<file path="src/rtl/dle_stx_frame_receiver_assert.svh">
// ----------------------------------------------------------------------------
// dle_stx_frame_receiver assertion macros
// shorthand for clocked implication checks with a synchronous active-low reset
// ----------------------------------------------------------------------------
`ifndef DLE_STX_FRAME_RECEIVER_ASSERT_SVH
`define DLE_STX_FRAME_RECEIVER_ASSERT_SVH

// same-cycle implication
`define DSFR_ASSERT_IMP(lbl, clk, rst_n, ante, cons, msg) \
    lbl: assert property (@(posedge clk) disable iff (!rst_n) (ante) |-> (cons)) \
        else $error(msg);

// next-cycle implication
`define DSFR_ASSERT_NXT(lbl, clk, rst_n, ante, cons, msg) \
    lbl: assert property (@(posedge clk) disable iff (!rst_n) (ante) |=> (cons)) \
        else $error(msg);

`endif

</file>
<file path="src/rtl/dsfr_pkg.sv">
// ----------------------------------------------------------------------------
// dsfr_pkg
// types and constants shared by the frame receiver modules
// ----------------------------------------------------------------------------
`default_nettype none

package dsfr_pkg;

    localparam int unsigned HEADER_BYTES = 5;
    localparam int unsigned MAX_PAYLOAD  = 256;
    localparam int unsigned BANK_AW      = 8;
    localparam int unsigned RAM_AW       = BANK_AW + 1;
    localparam int unsigned RAM_DEPTH    = 2 ** RAM_AW;

    localparam logic [7:0] ESCAPE_RESET = 8'h10;
    localparam logic [7:0] START_RESET  = 8'h02;

    localparam logic CFG_ESCAPE = 1'b0;
    localparam logic CFG_START  = 1'b1;

    // positions inside the un-stuffed body
    localparam logic [8:0] HDR_OPCODE   = 9'd0;
    localparam logic [8:0] HDR_SEQUENCE = 9'd1;
    localparam logic [8:0] HDR_FLAGS    = 9'd2;
    localparam logic [8:0] HDR_LEN_HI   = 9'd3;
    localparam logic [8:0] HDR_SIZE     = 9'(HEADER_BYTES);
    localparam logic [8:0] FRAME_EXTRA  = 9'(HEADER_BYTES + 1);

    typedef enum logic [1:0] {
        PH_IDLE,
        PH_ARMED,
        PH_BODY,
        PH_BODY_ESC
    } rx_phase_t;

    typedef enum logic [2:0] {
        EV_NONE   = 3'd0,
        EV_GOOD   = 3'd1,
        EV_BADSUM = 3'd2,
        EV_RESYNC = 3'd3,
        EV_READ   = 3'd4
    } rx_event_t;

    typedef struct packed {
        logic              we;
        logic [RAM_AW-1:0] waddr;
        logic [7:0]        wdata;
        logic              re;
        logic [RAM_AW-1:0] raddr;
    } ram_req_t;

    typedef struct packed {
        rx_event_t   event_res;
        logic [7:0]  opcode;
        logic [7:0]  seq_no;
        logic [7:0]  flags;
        logic [8:0]  length;
        logic [31:0] bad_cnt;
        logic [31:0] resync_cnt;
        logic        rd_hit;
    } rx_status_t;

endpackage

`default_nettype wire

</file>
<file path="src/rtl/dsfr_payload_ram.sv">
// ----------------------------------------------------------------------------
// dsfr_payload_ram
// two-bank payload store, one write and one registered read per cycle
// ----------------------------------------------------------------------------
`default_nettype none

module dsfr_payload_ram
    import dsfr_pkg::*;
(
    input  wire logic     aclk,
    input  wire ram_req_t ram_req,
    output logic [7:0]    rdata
);

    logic [7:0] mem [RAM_DEPTH];

    always_ff @(posedge aclk) begin
        if (ram_req.we) begin
            mem[ram_req.waddr] <= ram_req.wdata;
        end
    end

    always_ff @(posedge aclk) begin
        if (ram_req.re) begin
            rdata <= mem[ram_req.raddr];
        end
    end

endmodule

`default_nettype wire

</file>
<file path="src/rtl/dsfr_rx_ctrl.sv">
// ----------------------------------------------------------------------------
// dsfr_rx_ctrl
// marker hunt, un-stuffing, header and checksum tracking, bank swap
// ----------------------------------------------------------------------------
`default_nettype none

`include "dle_stx_frame_receiver_assert.svh"

module dsfr_rx_ctrl
    import dsfr_pkg::*;
(
    input  wire logic       aclk,
    input  wire logic       aresetn,
    input  wire logic       cfg_wr_en,
    input  wire logic       cfg_index,
    input  wire logic [7:0] cfg_data,
    input  wire logic       item_en,
    input  wire logic       operation,
    input  wire logic [7:0] data_byte,
    input  wire logic [7:0] read_index,
    output rx_status_t      status_next,
    output ram_req_t        ram_req
);

    logic [7:0]  escape_reg, escape_next;
    logic [7:0]  start_reg, start_next;
    rx_phase_t   phase_reg, phase_next;
    logic [8:0]  body_count_reg, body_count_next;
    logic [8:0]  needed_reg, needed_next;
    logic [7:0]  sum_reg, sum_next;
    logic        rx_bank_reg, rx_bank_next;
    logic [8:0]  good_length_reg, good_length_next;
    logic [31:0] bad_cnt_reg, bad_cnt_next;
    logic [31:0] resync_cnt_reg, resync_cnt_next;
    logic [7:0]  good_opcode_reg, good_opcode_next;
    logic [7:0]  good_sequence_reg, good_sequence_next;
    logic [7:0]  good_flags_reg, good_flags_next;
    logic [7:0]  rx_opcode_reg, rx_opcode_next;
    logic [7:0]  rx_sequence_reg, rx_sequence_next;
    logic [7:0]  rx_flags_reg, rx_flags_next;
    logic [7:0]  len_hi_reg, len_hi_next;

    logic        feed, is_esc, is_start;
    logic        take_byte, at_len, len_bad, finishing, frame_end;
    logic        frame_good, frame_bad, esc_restart, esc_abandon, resync;
    logic        restart;
    logic [8:0]  cnt_inc;
    logic [7:0]  sum_new;
    logic [15:0] len_word;

    // decode shared by both combinational blocks
    always_comb begin
        feed      = item_en && !operation;
        is_esc    = data_byte == escape_reg;
        is_start  = data_byte == start_reg;
        take_byte = feed && (((phase_reg == PH_BODY) && !is_esc) ||
                             ((phase_reg == PH_BODY_ESC) && is_esc));
        cnt_inc   = body_count_reg + 9'd1;
        sum_new   = sum_reg + data_byte;
        len_word  = {len_hi_reg, data_byte};
        at_len    = cnt_inc == HDR_SIZE;
        len_bad   = at_len && (len_word > 16'(MAX_PAYLOAD));
        // needed count is zero until the length is known, so no early match
        finishing = !at_len && (cnt_inc == needed_reg);
        frame_end = len_bad || finishing;
        frame_good  = take_byte && finishing && (sum_new == 8'd0);
        frame_bad   = take_byte && finishing && (sum_new != 8'd0);
        esc_restart = feed && (phase_reg == PH_BODY_ESC) && !is_esc && is_start;
        esc_abandon = feed && (phase_reg == PH_BODY_ESC) && !is_esc && !is_start;
        resync      = esc_restart || esc_abandon || (take_byte && len_bad);
        restart     = (feed && (phase_reg == PH_ARMED) && !is_esc && is_start) ||
                      esc_restart || esc_abandon || (take_byte && frame_end);
    end

    // next phase
    always_comb begin
        phase_next = phase_reg;
        if (feed) begin
            unique case (phase_reg)
                PH_IDLE: begin
                    if (is_esc) phase_next = PH_ARMED;
                end
                PH_ARMED: begin
                    if (is_esc)        phase_next = PH_ARMED;
                    else if (is_start) phase_next = PH_BODY;
                    else               phase_next = PH_IDLE;
                end
                PH_BODY: begin
                    if (is_esc)         phase_next = PH_BODY_ESC;
                    else if (frame_end) phase_next = PH_IDLE;
                    else                phase_next = PH_BODY;
                end
                PH_BODY_ESC: begin
                    if (is_esc)        phase_next = frame_end ? PH_IDLE : PH_BODY;
                    else if (is_start) phase_next = PH_BODY;
                    else               phase_next = PH_IDLE;
                end
                default: phase_next = PH_IDLE;
            endcase
        end
    end

    // datapath, counters and outputs
    always_comb begin
        escape_next        = escape_reg;
        start_next         = start_reg;
        body_count_next    = body_count_reg;
        needed_next        = needed_reg;
        sum_next           = sum_reg;
        rx_bank_next       = rx_bank_reg;
        good_length_next   = good_length_reg;
        bad_cnt_next       = bad_cnt_reg;
        resync_cnt_next    = resync_cnt_reg;
        good_opcode_next   = good_opcode_reg;
        good_sequence_next = good_sequence_reg;
        good_flags_next    = good_flags_reg;
        rx_opcode_next     = rx_opcode_reg;
        rx_sequence_next   = rx_sequence_reg;
        rx_flags_next      = rx_flags_reg;
        len_hi_next        = len_hi_reg;

        if (cfg_wr_en) begin
            if (cfg_index == CFG_ESCAPE) escape_next = cfg_data;
            if (cfg_index == CFG_START)  start_next  = cfg_data;
        end

        if (restart) begin
            body_count_next = 9'd0;
            needed_next     = 9'd0;
            sum_next        = 8'd0;
        end else if (take_byte) begin
            body_count_next = cnt_inc;
            sum_next        = sum_new;
            if (at_len) needed_next = len_word[8:0] + FRAME_EXTRA;
        end

        if (take_byte) begin
            case (body_count_reg)
                HDR_OPCODE:   rx_opcode_next   = data_byte;
                HDR_SEQUENCE: rx_sequence_next = data_byte;
                HDR_FLAGS:    rx_flags_next    = data_byte;
                HDR_LEN_HI:   len_hi_next      = data_byte;
                default:      ;
            endcase
        end

        if (frame_good) begin
            good_opcode_next   = rx_opcode_reg;
            good_sequence_next = rx_sequence_reg;
            good_flags_next    = rx_flags_reg;
            good_length_next   = needed_reg - FRAME_EXTRA;
            rx_bank_next       = !rx_bank_reg;
        end
        if (frame_bad) bad_cnt_next    = bad_cnt_reg + 32'd1;
        if (resync)    resync_cnt_next = resync_cnt_reg + 32'd1;

        // payload bytes go to the receive bank, the checksum byte is not kept
        ram_req.we    = take_byte && (body_count_reg >= HDR_SIZE) && !finishing;
        ram_req.waddr = {rx_bank_reg, BANK_AW'(body_count_reg - HDR_SIZE)};
        ram_req.wdata = data_byte;
        ram_req.re    = item_en && operation;
        ram_req.raddr = {!rx_bank_reg, read_index};

        if (operation)       status_next.event_res = EV_READ;
        else if (resync)     status_next.event_res = EV_RESYNC;
        else if (frame_good) status_next.event_res = EV_GOOD;
        else if (frame_bad)  status_next.event_res = EV_BADSUM;
        else                 status_next.event_res = EV_NONE;
        status_next.opcode     = good_opcode_next;
        status_next.seq_no     = good_sequence_next;
        status_next.flags      = good_flags_next;
        status_next.length     = good_length_next;
        status_next.bad_cnt    = bad_cnt_next;
        status_next.resync_cnt = resync_cnt_next;
        status_next.rd_hit     = operation && ({1'b0, read_index} < good_length_reg);
    end

    always_ff @(posedge aclk) begin
        if (!aresetn) begin
            escape_reg        <= ESCAPE_RESET;
            start_reg         <= START_RESET;
            phase_reg         <= PH_IDLE;
            body_count_reg    <= 9'd0;
            needed_reg        <= 9'd0;
            sum_reg           <= 8'd0;
            rx_bank_reg       <= 1'b0;
            good_length_reg   <= 9'd0;
            bad_cnt_reg       <= 32'd0;
            resync_cnt_reg    <= 32'd0;
            good_opcode_reg   <= 8'd0;
            good_sequence_reg <= 8'd0;
            good_flags_reg    <= 8'd0;
        end else begin
            escape_reg        <= escape_next;
            start_reg         <= start_next;
            phase_reg         <= phase_next;
            body_count_reg    <= body_count_next;
            needed_reg        <= needed_next;
            sum_reg           <= sum_next;
            rx_bank_reg       <= rx_bank_next;
            good_length_reg   <= good_length_next;
            bad_cnt_reg       <= bad_cnt_next;
            resync_cnt_reg    <= resync_cnt_next;
            good_opcode_reg   <= good_opcode_next;
            good_sequence_reg <= good_sequence_next;
            good_flags_reg    <= good_flags_next;
        end
    end

    // header bytes of the frame in flight
    always_ff @(posedge aclk) begin
        rx_opcode_reg   <= rx_opcode_next;
        rx_sequence_reg <= rx_sequence_next;
        rx_flags_reg    <= rx_flags_next;
        len_hi_reg      <= len_hi_next;
    end

    `DSFR_ASSERT_IMP(a_needed_ahead, aclk, aresetn, body_count_reg > HDR_SIZE,
        needed_reg > body_count_reg, "body count ran past the frame length")
    `DSFR_ASSERT_IMP(a_length_limit, aclk, aresetn, 1'b1,
        good_length_reg <= 9'(MAX_PAYLOAD), "stored length above maximum")
    `DSFR_ASSERT_NXT(a_bank_swap, aclk, aresetn, frame_good,
        rx_bank_reg != $past(rx_bank_reg), "bank not swapped on good frame")
    `DSFR_ASSERT_NXT(a_resync_count, aclk, aresetn, resync,
        resync_cnt_reg == $past(resync_cnt_reg) + 32'd1, "resync not counted")
    `DSFR_ASSERT_IMP(a_write_rx_bank, aclk, aresetn, ram_req.we,
        !ram_req.re && (ram_req.waddr[RAM_AW-1] == rx_bank_reg),
        "payload write outside the receive bank")

endmodule

`default_nettype wire

</file>
<file path="src/rtl/dle_stx_frame_receiver.sv">
// Byte-stuffed frame receiver with payload read-back.
// Input channel (s_*): one request per item. s_operation 0 feeds s_data_byte
// as a received line byte, 1 reads the payload byte at s_read_index of the
// last good frame (zero at or past its length).
// Result channel (m_*): exactly one result per request, in order. Each result
// carries the event code and the header, length and counters as they stand
// after that request.
// Configuration: cfg_wr_en writes cfg_data to the escape (index 0) or start
// (index 1) byte at once; write only while no request is in flight.
// Pipeline: the first stage, with the memory read, then the output register.
// Throughput: one request per cycle while m_ready is high; the payload memory
// has separate write and read ports and the two banks keep receive writes
// apart from read-back.
// Reset (aresetn low, synchronous): hunting for the marker, counters, length
// and header cleared, escape 0x10, start 0x02; no memory clearing is needed.
// When m_ready is low, the output register and one stage behind it fill up,
// then s_ready drops until results drain.
// ----------------------------------------------------------------------------
// dle_stx_frame_receiver
// top level: request pipeline, result register and payload memory
// ----------------------------------------------------------------------------
`default_nettype none

module dle_stx_frame_receiver
    import dsfr_pkg::*;
(
    input  wire logic        aclk,
    input  wire logic        aresetn,
    input  wire logic        cfg_wr_en,
    input  wire logic        cfg_index,
    input  wire logic [7:0]  cfg_data,
    input  wire logic        s_valid,
    output logic             s_ready,
    input  wire logic        s_operation,
    input  wire logic [7:0]  s_data_byte,
    input  wire logic [7:0]  s_read_index,
    output logic             m_valid,
    input  wire logic        m_ready,
    output logic [2:0]       m_event_res,
    output logic [7:0]       m_frame_opcode,
    output logic [7:0]       m_frame_sequence,
    output logic [7:0]       m_frame_flags,
    output logic [8:0]       m_payload_length,
    output logic [7:0]       m_payload_byte,
    output logic [31:0]      m_bad_checksum_count,
    output logic [31:0]      m_resync_count
);

    rx_status_t  status_next;
    ram_req_t    ram_req;
    logic [7:0]  ram_rdata;

    logic        accept, s1_move, out_load;
    logic        s1_valid_reg, s1_valid_next;
    rx_status_t  s1_status_reg;
    logic        m_valid_reg, m_valid_next;
    rx_status_t  m_status_reg;
    logic [7:0]  m_byte_reg;

    dsfr_rx_ctrl u_ctrl (
        .aclk        (aclk),
        .aresetn     (aresetn),
        .cfg_wr_en   (cfg_wr_en),
        .cfg_index   (cfg_index),
        .cfg_data    (cfg_data),
        .item_en     (accept),
        .operation   (s_operation),
        .data_byte   (s_data_byte),
        .read_index  (s_read_index),
        .status_next (status_next),
        .ram_req     (ram_req)
    );

    dsfr_payload_ram u_ram (
        .aclk    (aclk),
        .ram_req (ram_req),
        .rdata   (ram_rdata)
    );

    always_comb begin
        s1_move  = !m_valid_reg || m_ready;
        s_ready  = !s1_valid_reg || s1_move;
        accept   = s_valid && s_ready;
        out_load = s1_valid_reg && s1_move;

        if (accept)       s1_valid_next = 1'b1;
        else if (s1_move) s1_valid_next = 1'b0;
        else              s1_valid_next = s1_valid_reg;

        if (out_load)     m_valid_next = 1'b1;
        else if (m_ready) m_valid_next = 1'b0;
        else              m_valid_next = m_valid_reg;
    end

    always_ff @(posedge aclk) begin
        if (!aresetn) begin
            s1_valid_reg <= 1'b0;
            m_valid_reg  <= 1'b0;
        end else begin
            s1_valid_reg <= s1_valid_next;
            m_valid_reg  <= m_valid_next;
        end
    end

    // memory read data lines up with the first stage
    always_ff @(posedge aclk) begin
        if (accept) s1_status_reg <= status_next;
        if (out_load) begin
            m_status_reg <= s1_status_reg;
            m_byte_reg   <= s1_status_reg.rd_hit ? ram_rdata : 8'd0;
        end
    end

    assign m_valid              = m_valid_reg;
    assign m_event_res          = m_status_reg.event_res;
    assign m_frame_opcode       = m_status_reg.opcode;
    assign m_frame_sequence     = m_status_reg.seq_no;
    assign m_frame_flags        = m_status_reg.flags;
    assign m_payload_length     = m_status_reg.length;
    assign m_payload_byte       = m_byte_reg;
    assign m_bad_checksum_count = m_status_reg.bad_cnt;
    assign m_resync_count       = m_status_reg.resync_cnt;

endmodule

`default_nettype wire

</file>
<file path="config.mk">
export PLATFORM = sky130hd
export DESIGN_NAME = dle_stx_frame_receiver
export DESIGN_NICKNAME = d
export VERILOG_FILES = /design/src/rtl/dsfr_pkg.sv /design/src/rtl/dsfr_payload_ram.sv /design/src/rtl/dsfr_rx_ctrl.sv /design/src/rtl/dle_stx_frame_receiver.sv
export VERILOG_INCLUDE_DIRS = /design/src /design/src/rtl
export SDC_FILE = /design/constraint.sdc
export NUM_CORES = 2
export LEC_CHECK = 0
export BUFFER_PORTS_ARGS = -buffer_cell sky130_fd_sc_hd__buf_4
export CORE_UTILIZATION = 40
export DETAILED_ROUTE_END_ITERATION = 8
export GPL_TIMING_DRIVEN = 0
export PLACE_DENSITY_LB_ADDON = 0.3
export REMOVE_ABC_BUFFERS = 1
export SETUP_SLACK_MARGIN = 0.1
export SLEW_MARGIN = 20
export SYNTH_ARGS = -nofsm -noshare
export SYNTH_HDL_FRONTEND = slang
export SYNTH_HIERARCHICAL = 1
export SYNTH_SLANG_ARGS = --single-unit
</file>
<file path="constraint.sdc">
create_clock -name aclk -period 13.55 [get_ports aclk]
set_input_delay 2.71 -clock aclk [delete_from_list [all_inputs] [get_ports aclk]]
set_output_delay 2.71 -clock aclk [all_outputs]
set_load 0.05 [all_outputs]
</file>
Word-level counts from Yosys, hierarchy flattened
Memories as Yosys holds them, arrays and structs flattened. A register that Yosys moved wholly into a read port is not among the register bits.
Index checks and enable logic that the tools add are counted.
- reduce and logical (&&, ||, !) cells: 56
- order comparisons: 3
- bitwise gates (word level): 2
- add/sub/neg operators: 7
- eq/ne operators: 11
- muxes and demuxes: 22
- operators with widths (kind ; count):
    $add 32x1->32 const B ; 2
    $mux 32 ; 2
    $logic_and 1x1->1 ; 24
    $mux 8 ; 3
    $eq 9x2->1 const B ; 2
    $eq 8x8->1 ; 2
    $gt 16x9->1 const B ; 1
    $reduce_and 2->1 ; 8
    $mux 2 ; 7
    $add 9x1->9 const B ; 1
    $add 9x3->9 const B ; 1
    $eq 9x1->1 const B ; 1
    $eq 9x3->1 const B ; 1
    $eq 9x9->1 ; 1
    $ge 9x3->1 const B ; 1
    $logic_not 9->1 ; 1
    $logic_or 1x1->1 ; 9
    $lt 8x9->1 ; 1
    $mux 9 ; 1
    $sub 9x3->9 const B ; 1
    $add 8x8->8 ; 1
    $logic_not 1->1 ; 8
    $logic_not 8->1 ; 1
    $pmux 2 s4 ; 1
    11 further kinds ; 20
- register bits after elaboration: 385
- output and inout bits: 110
- word-level logic and storage cells: 137
- RAM bits: 4096
- memories: 1
- bits of input ports: 31
- memory list (memory ; words ; width ; read ports ; clocked after Yosys merged registers in ; write ports ; line ; RTL):
    u_ram.mem ; 512 ; 8 ; 1 ; 1 ; 1 ; dsfr_payload_ram.sv:15 ; logic [7:0] mem [RAM_DEPTH];

Longest topological paths before layout
- depth after elaboration: 12
- mapped depth: 14
- mapped depth without buffers: 12

Hierarchy
Netlist, hierarchy kept.
- modules (own cells, without submodules) (module ; cells an instance ; instances ; sequential area each (µm²) ; area an instance (µm²)):
    dsfr_payload_ram ; 8030 ; 1 ; 123238.2 ; 160007.2
    dsfr_rx_ctrl ; 971 ; 1 ; 3803.6 ; 9113.7
    dle_stx_frame_receiver ; 226 ; 1 ; 6316.1 ; 6419.9

Worst setup path before layout
No wires, ideal clock.
- path kind: input to register
- from: input port m_ready
- to: memory u_ram.mem[131][0] (enable)
- buffers on the path: 2
- data required time: 13180 ps
- stages: 12
- slack: 2671 ps
- setup time: 370 ps
- arrival time: 10508 ps
- cell sequence: and2b_4 > a21oi_1 > nor2b_1 > and2_1 > and3_1 > clkbuf_1 > o21ai_0 > nor2_1 > nor3b_1 > nand3_1 > clkbuf_1 > nor2_1
- RTL lines (element ; line ; RTL):
    start: declaration ; dle_stx_frame_receiver.sv:38 ; input wire logic m_ready,
    end: declaration ; dsfr_payload_ram.sv:15 ;

==> run summary <==
Drt first pass iters - 6
Pwr/cell area - 144 nW/um^2
Worst-path clk slew - 0.06 ns
Root buffer cell - clkbuf_16
Unrepaired setup endpoints after global routing - no
Post-synthesis mux area share - 13.3%
Dpl hpwl - 276,000 um
Tightest Pin Transition - 1.29 ns
Final setup fails - 0
First-pass GRT wire length - 638,000 um
Vias - 90,000
Mapped cell area - 176,000 um^2
CP Capture Type - flip-flop
GP Congestion - 0.832
Normalized max-slew margin - 13.0%
Syn-to-layout area delta - 13.0%
Synthesis warning total - 6
Fin. Hold Viols - 0
Post-synth top area cell - edfxtp_1
Clk_skew - 0.0634 ns
Synth Area in Compound Gates - 4.22%
Tot GR Track Use - 19.7%
Maximum clock frequency - 114 MHz
Synth cell types - 84
Setup TNS - 0 ns
I/O Buffers - 140
Ports - 141
Max cap viols - 0
Core area - 436,000 um^2
WS Path Type - input port to flip-flop
Vias in the first global route - 88,800
DIE AREA - 442,000 um^2
Max FO, Critical Path - 102
Synth area leaders - edfxtp_1 (74%), mux4_2 (8.4%), mux2i_1 (4.7%)
Post-synth top flop - edfxtp_1
Detailed-route wire length per cell - 28.8 um
TritonCTS clock tree - built
Critical path launch point type - input port
Status - finished clean
Largest net degree at the start of global routing - 123
Post-synthesis adder-cell area fraction - 0.182%
Period utilisation layout - 64.9%
Setup slack after layout - 4.75 ns
Setup bufs post-CTS - 0
Starting density of the core - 40.3%
Max FFs per register - 4,096
Asr flop ratio synth - 0%
Clock Latency Late Sink - 0.99 ns
Synth Instances - 9,227
Residual DRC - 0
Worst Hold Class - flip-flop to flip-flop
Max Transition Viols Final - 0
Post-synthesis sequential area ratio - 76.0%
Die H - 664 um
Synth cell count leaders - edfxtp_1 (4,345), mux2i_1 (829), mux4_2 (654), nor2_1 (654), o221ai_1 (371)
H-tree Lvls - 5
Layout cells sized above 1 - 17.2%
Via density - 5.81
CP most frequent cell - buf_16
Top Family by Delay on Critical Path - buffers and inverters
Initial drt markers - 10,800
Worst Path Arrival - 9.63 ns
GRT overflow - 0
Hold_buf cts - 0
# resized after CTS - 0
Post-synth EDFFs - 4,345
Die W - 664 um
WP data required - 14.39 ns
Main combinational cell family by area after synthesis - multiplexers
Simple-Gate Fraction of Synth Area - 3.74%
Nets@finish - 9,421
Detail Route Antenna Nets - 0
Yosys top cell area share - 74.3%
CP max-delay cell - nor4_1
Buffer depth of the longest clock path - 4
Drt total wl - 446,000 um
Register bit total from synthesis - 4,489
Xor and xnor area share after synthesis - 0.634%
Post-placement setup slack - 3.79 ns
Slowest cell delay on critical path - 0.96 ns
Initial antenna violation count - 32
Worst R2R Setup Slack - 7.74 ns
Number of CTS-inserted buffers - 440
WP buf/inv - 7
Peak supply drop - 0.112 mV
Number of core rows - 242
CTS sink count - 4,489
Most common cell in the netlist - edfxtp_1
Clock period minus worst slack - 8.80 ns
Pleak - 63.1 nW
Mean Syn Cell Area - 19.0 um^2
CP cell instances - buf_16, buf_16, buf_16, buf_16, buf_16, buf_16, buf_16, mux2i_1, o221ai_1, a21oi_1, nor4_1, nand4_1, nor4_1, o2111a_1
-- layer usage --
layer	vias up	track usage, %	part of all wire, %
li1	38000	-	-
met1	47300	27.4	41
met2	3980	31.8	48
met3	719	3.15	8.0
met4	14	6.07	3.2
met5	-	0	0.019
-- kinds of logic (layout without fill, tap and decap cells) --
group                      Yosys count  after routing
buffers and inverters              611           1118
muxes                             1512           1512
adders and majority gates           25             25
DFF                               4489           4489
and+or+nand+nor                   1407           1407
xor gates and xnor gates           124            124
other                                0             13
AOI/OAI and AO/OA                 1059           1059
-- layout by cell type (no fill, tap or decap), types with 27 or more instances in the layout --
cell       Yosys  routed
o21ai_0      134     129
nand3_1       74      70
o221ai_1     371     371
and2_1       116     114
mux2_2        28      28
dfxtp_1      144     143
nand2_1      191     176
nor3_1       130     126
buf_4         91     136
nor4_1        44      44
nor2_1       654     648
nand4_1       64      64
clkbuf_16      0     446
a21oi_1      226     225
xnor2_1       85      84
mux2i_1      829     829
bufinv_16      0      36
clkbuf_1     303     102
edfxtp_1    4345    4345
nand2b_1      28      27
xor2_1        37      36
mux4_2       654     654
buf_16         0     108
clkinv_1       1      86
a22oi_1       61      61
clkinv_2       0      89
o22ai_1      163     163
-- final cells by class --
type,instances,area (um^2)
Fill cell,36100,237000
Sequential cell,4489,133000
Multi-Input combinational cell,4127,39100
Clock buffer,554,11600
Tap cell,5734,7170
Timing Repair Buffer,282,4630
Clock inverter,257,2370
Inverter,25,104
Antenna cell,13,32.5
-- report_power, final --
group	switching (mW)	internal (mW)	total, mW
registers	0.0166	15.2	15.3
clock network	5.16	6.76	11.9
logic	0.876	0.437	1.31
total	6.05	22.4	28.5
-- metrics by stage --
step	cell area, um^2	total power [mW]	std cells	hold WS, ns	utilization (%)
2_1_floorplan	172000	16.1	8641	0.400	-
3_3_place_gp	180000	17.3	14500	0.403	41.4
3_5_place_dp	184000	16.9	14700	0.405	42.3
4_1_cts	198000	28.7	15500	0.399	45.5
5_1_grt	198000	29.2	15500	0.413	45.5
6_report	198000	28.5	15500	0.389	45.5
-- worst paths after layout --
check,start,endpoint,depth (start not counted)
setup / recovery,s_read_index[0],u_ram/rdata[4]$_DFFE_PP_,14
hold / removal,s1_status_reg[15]$_DFFE_PP_,m_resync_count[14]$_DFFE_PP_,0
setup reg to reg,m_valid$_SDFFE_PN0P_,u_ram/mem[25][0]$_DFFE_PP_,13
hold reg to reg,s1_status_reg[15]$_DFFE_PP_,m_resync_count[14]$_DFFE_PP_,0
(Power assumes the default switching activity.)
